`src/design/psvm_pkg.sv`:
```
// ----------------------------------------------------------------------------
// psvm_pkg: shared types and constants of the periodic sphere voxel marker
// Field widths, fixed-point formats, operation codes and register indexes.
// ----------------------------------------------------------------------------
package psvm_pkg;

	// Input word fields.
	localparam int OP_W    = 2;
	localparam int CIN_W   = 6;
	localparam int RAD_W   = 16;
	localparam int SCALE_W = 10;

	// Shared multiplier operand and product widths (radius in Q10.16, square in Q20.32).
	localparam int MUL_W  = 26;
	localparam int PROD_W = 2 * MUL_W;
	localparam int FRAC_W = 32;
	localparam int THR_W  = PROD_W - FRAC_W + 1;

	// Width of ceil(radius) before clamping.
	localparam int HC_W = MUL_W - 16 + 1;

	// Paint uses a fixed factor of 1.0 in Q2.8.
	localparam logic [SCALE_W-1:0] PAINT_SCALE = 10'd256;
	localparam logic [SCALE_W-1:0] SCALE_RESET = 10'd256;

	// Configuration port.
	localparam int CFG_ADDR_W = 3;
	localparam int CFG_DATA_W = 32;
	localparam logic REG_OVERLAP_SCALE = 1'b0;

	typedef enum logic [OP_W-1:0] {
		OP_CHECK = 2'd0,
		OP_PAINT = 2'd1,
		OP_CLEAR = 2'd2,
		OP_NONE  = 2'd3
	} op_t;

endpackage

```
`src/design/psvm_mul_unit.sv`:
```
// ----------------------------------------------------------------------------
// psvm_mul_unit: shared registered multiplier
// Forms the widened radius, its square and every per-voxel offset square.
// ----------------------------------------------------------------------------
module psvm_mul_unit
	import psvm_pkg::*;
(
	input  logic              clk,
	input  logic [MUL_W-1:0]  a,
	input  logic [MUL_W-1:0]  b,
	output logic [PROD_W-1:0] prod
);

	always_ff @(posedge clk) begin
		prod <= PROD_W'(a) * PROD_W'(b);
	end

endmodule

```
`config.mk`:
```
export PLATFORM = sky130hd
export DESIGN_NAME = psvm_mul_unit
export DESIGN_NICKNAME = d
export VERILOG_FILES = /design/src/design/psvm_pkg.sv /design/src/design/psvm_mul_unit.sv
export SDC_FILE = /design/constraint.sdc
export NUM_CORES = 2
export LEC_CHECK = 0
export ABC_AREA = 1
export BUFFER_PORTS_ARGS = -buffer_cell sky130_fd_sc_hd__buf_2
export CAP_MARGIN = 20
export CORE_ASPECT_RATIO = 0.7
export CORE_MARGIN = 2
export CORE_UTILIZATION = 40
export CTS_CLUSTER_DIAMETER = 120
export DETAILED_ROUTE_END_ITERATION = 12
export SYNTH_ARGS = -nofsm -noshare
export SYNTH_HDL_FRONTEND = slang
export SYNTH_SLANG_ARGS = --single-unit
```
`constraint.sdc`:
```
create_clock -name clk -period 9.92 [get_ports clk]
set_input_delay 1.984 -clock clk [delete_from_list [all_inputs] [get_ports clk]]
set_output_delay 1.984 -clock clk [all_outputs]
set_load 0.02 [all_outputs]
```
# --- Yosys cells after proc, flatten, opt, wreduce, memory -nomap -nowiden ---
# Cells that the tools add are included.
word_totals:
  regBits: 52
op_classes:
  mul: 1
ops:
  columns: ["op", "count"]
  rows:
  - ["26-bit by 26-bit multiplier with 52-bit output", 1]

# --- Logic depth before layout (Yosys ltp) ---
logic_depth:
  word_depth: 1
  ltp_mapped: 30

# --- Worst setup path before layout ---
# No wires, ideal clock.
synth_timing:
  kind: "in2reg"
  startpoint: "input a[23]"
  endpoint: "register prod[41]"
  path_slack_ns: 2.425
  cell_stages: 26
  t_required_ns: 9.808
  setup_time_ns: 0.112
  t_arrival_ns: 7.383
  cell_sequence: "clkbuf_1 > clkbuf_1 > nand2_1 > fa_1 > inv_1 > fa_1 > inv_1 > fa_1 > fa_1 > inv_1 > fa_1 > fa_1 > inv_1 > fa_1 > inv_1 > ha_1 > nand2_1 > inv_1 > nand2_1 > nand2_1 > a21oi_1 > nor2_1 > nor2_1 > nand2_1 > nand2_1 > nand2_1"
synth_between:
  elab_chain_cells: 1
synth_lines:
  columns: ["element", "line_no", "source"]
  rows:
  - ["from (decl)", "psvm_mul_unit.sv:9", "input logic [MUL_W-1:0] a,"]
  - ["26-bit by 26-bit multiplier with 52-bit output", "psvm_mul_unit.sv:15", "prod <= PROD_W'(a) * PROD_W'(b);"]
  - ["to (signal assigned)", "psvm_mul_unit.sv:15", null]
  - ["to (decl)", "psvm_mul_unit.sv:11", "output logic [PROD_W-1:0] prod"]
# Every way passes these cells.

# --- Final worst setup path ---
layout_timing:
  startpoint: "input a[7]"
  endpoint: "register prod[50]"
# Same word-level chain as after synthesis.

==> flow_metrics.tcl <==
set metrics [dict create \
    synthCells 3480 \
    via_per_inst 4.53 \
    htreeDepth 2 \
    drc_errors 0 \
    num_vias 19349 \
    hp-class "in -> reg" \
    tightest_slew_ps 844 \
    final_hold_viol_count 0 \
    wire_per_inst_microns 16.0 \
    drt_iter0_drc 1262 \
    ys_seq_area_share_pct 4.10 \
    cts_resized 0 \
    cts_buffers 5 \
    clockRootBuffer "clkbuf_16" \
    clock.fmax_mhz 126 \
    area.growth.synth_to_final_pct 4.45 \
    antenna_found_initial 0 \
    grt_max_degree 27 \
    grt_pass1_vias 19777 \
    end_kind "flop" \
    synth_cell_types 27 \
    largest_register_ffs 52 \
    overflow 0 \
    fin_tns_setup_ps 0 \
    grt_setup_unrepaired "no" \
    clkSlewWorstSetupHoldPaths_ps 80 \
    synth_area_sq_mm 0.0254 \
    first_pass_iters 5 \
    cts_hold_buf 0 \
    ios 105 \
    fp-row-count 77 \
    setup_slack_ps 1980 \
    place.gp.congestion 0.933 \
    io_buffers 104 \
    regMostFlops "prod" \
    die_area_sq_mm 0.0655 \
    cts_sinks 52 \
    syn_nets 4298 \
    wl_mm 68.3 \
    status "finished, final reports clean" \
    initial_core_util_pct 40.4 \
    cts.path.max_buffers 2 \
    grt_first_pass_wirelength_mm 111 \
    crit_type "in -> reg" \
    cp.required_ps 10120 \
    ys_seq_elements 52 \
    cp_max_fo 26 \
    ys_warn_count 0 \
    cts_tree "yes" \
    nets 4254 \
    coreArea_sq_mm 0.0629 \
    setup_viol 0 \
    grtUsageTotal_pct 21.4 \
    utilization_pct 42.2 \
    critPathLaunchType "input pin" \
    period_share_pct 80.1 \
    dp.final_hpwl_mm 56.3 \
    arrival_ps 8150 \
    die_h_microns 215 \
    syn_area_per_cell_sq_um 7.30 \
    layout-drive-gt1-share_pct 5.18 \
    slew_headroom_pct 43.7 \
    slew_violations 0 \
    cts_setup_buffers 0 \
    largestRegisters "prod x52" \
    fp.dieW_microns 305 \
    pre_cts_slack_ps 1740 \
    ant_nets 0 \
    max_cap_violations 0 \
    final.min_clock_period_ps 7940 \
]
[final cells by class]
cell class,count,area (sq um)
Antenna cell,1,2.50
Clock buffer,5,125
Clock inverter,3,22.5
Fill cell,6560,36400
Inverter,1195,4490
Multi-Input combinational cell,2077,19300
Sequential cell,52,1040
Tap cell,829,1040
Timing Repair Buffer,105,528
[cell families (layout without fill, tap and decap cells)]
family,count (synthesis),count (layout),synth area share (%)
AO/OA/AOI/OAI,30,30,0.626
AND/OR/NAND/NOR,1255,1255,19.7
other,0,1,0
flip-flops,52,52,4.10
XOR/XNOR,27,27,0.931
buffers and inverters,1351,1308,20.0
adder cells (fa/ha/maj),765,765,54.7
[worst paths after layout]
check                 start       end  slack (ps)  depth (start not counted)
worst min-delay path   b[0]   prod[0]        2210                          3
worst max-delay path   a[7]  prod[50]        1980                         24
[cells in the final DEF (no fill, tap or decap)]
cell and instances:
nor4_1 2, dfxtp_1 52, xnor2_1 3, clkinv_4 1
nor2_2 27, and2_4 2, nand2_1 1082, buf_4 1
a31oi_1 1, xor2_1 24, nand2_2 13, ha_1 191
inv_6 1, a21o_1 1, inv_2 9, or2_2 2
a21oi_1 26, nand4_1 11, nor2_4 1, nand3_2 9
and2_1 2, buf_2 104, o21bai_1 2, diode_2 1
clkbuf_16 5, nor3_2 2, inv_1 1186, clkinv_2 1
nor2_1 56, nand3b_1 2, nand3_1 39, fa_1 574
nor3_1 5
[stage by stage]
step / hold slack [ps] / cell area, sq um / instances
3_3_place_gp: 2400 / 26400 / 4258
6_report: 2210 / 26500 / 4267
3_5_place_dp: 2400 / 26400 / 4258
4_1_cts: 2210 / 26500 / 4266
2_1_floorplan: 2280 / 25400 / 3480
5_1_grt: 2280 / 26500 / 4266
[worst max-delay path: stages]
cell and delay [ps]:
buf_2 580, nand2_1 190, fa_1 580, inv_1 60, fa_1 500, inv_1 50
fa_1 550, inv_1 60, fa_1 560, fa_1 460, fa_1 510, inv_1 50
fa_1 480, inv_1 50, ha_1 360, nand2_1 120, nor2_1 260, nand2_1 110
inv_1 150, nand2_1 110, nor2_1 110, nand2_1 80, nand4_1 110, nand2_1 60
[Yosys cell counts]
cell type	instances	area, sq um
a21o_1	1	7.51
a21oi_1	26	130
a31oi_1	1	6.26
and2_1	2	12.5
and2_4	2	17.5
clkbuf_1	156	586
dfxtp_1	52	1040
fa_1	574	11500
ha_1	191	2390
inv_1	1186	4450
inv_2	9	33.8
nand2_1	1082	4060
nand2_2	13	81.3
nand3_1	39	195
nand3_2	9	90.1
nand3b_1	2	15.0
nand4_1	11	68.8
nor2_1	56	210
nor2_2	27	169
nor2_4	1	11.3
nor3_1	5	25.0
nor3_2	2	20.0
nor4_1	2	12.5
o21bai_1	2	15.0
or2_2	2	12.5
xnor2_1	3	26.3
xor2_1	24	210
[metal layers]
metal | up-vias | part of all wire [%] | GRT usage, % | wire [microns]
li1 | 9330 | - | - | -
met1 | 9421 | 48 | 32.4 | 32500
met2 | 537 | 44 | 33.4 | 30300
met3 | 61 | 6.6 | 2.82 | 4540
met4 | 0 | 1.5 | 2.97 | 1010
met5 | - | 0 | 0 | 0
Power is not shown: default switching activity piles up to over one toggle a cycle in this logic, so the estimate is an artifact.
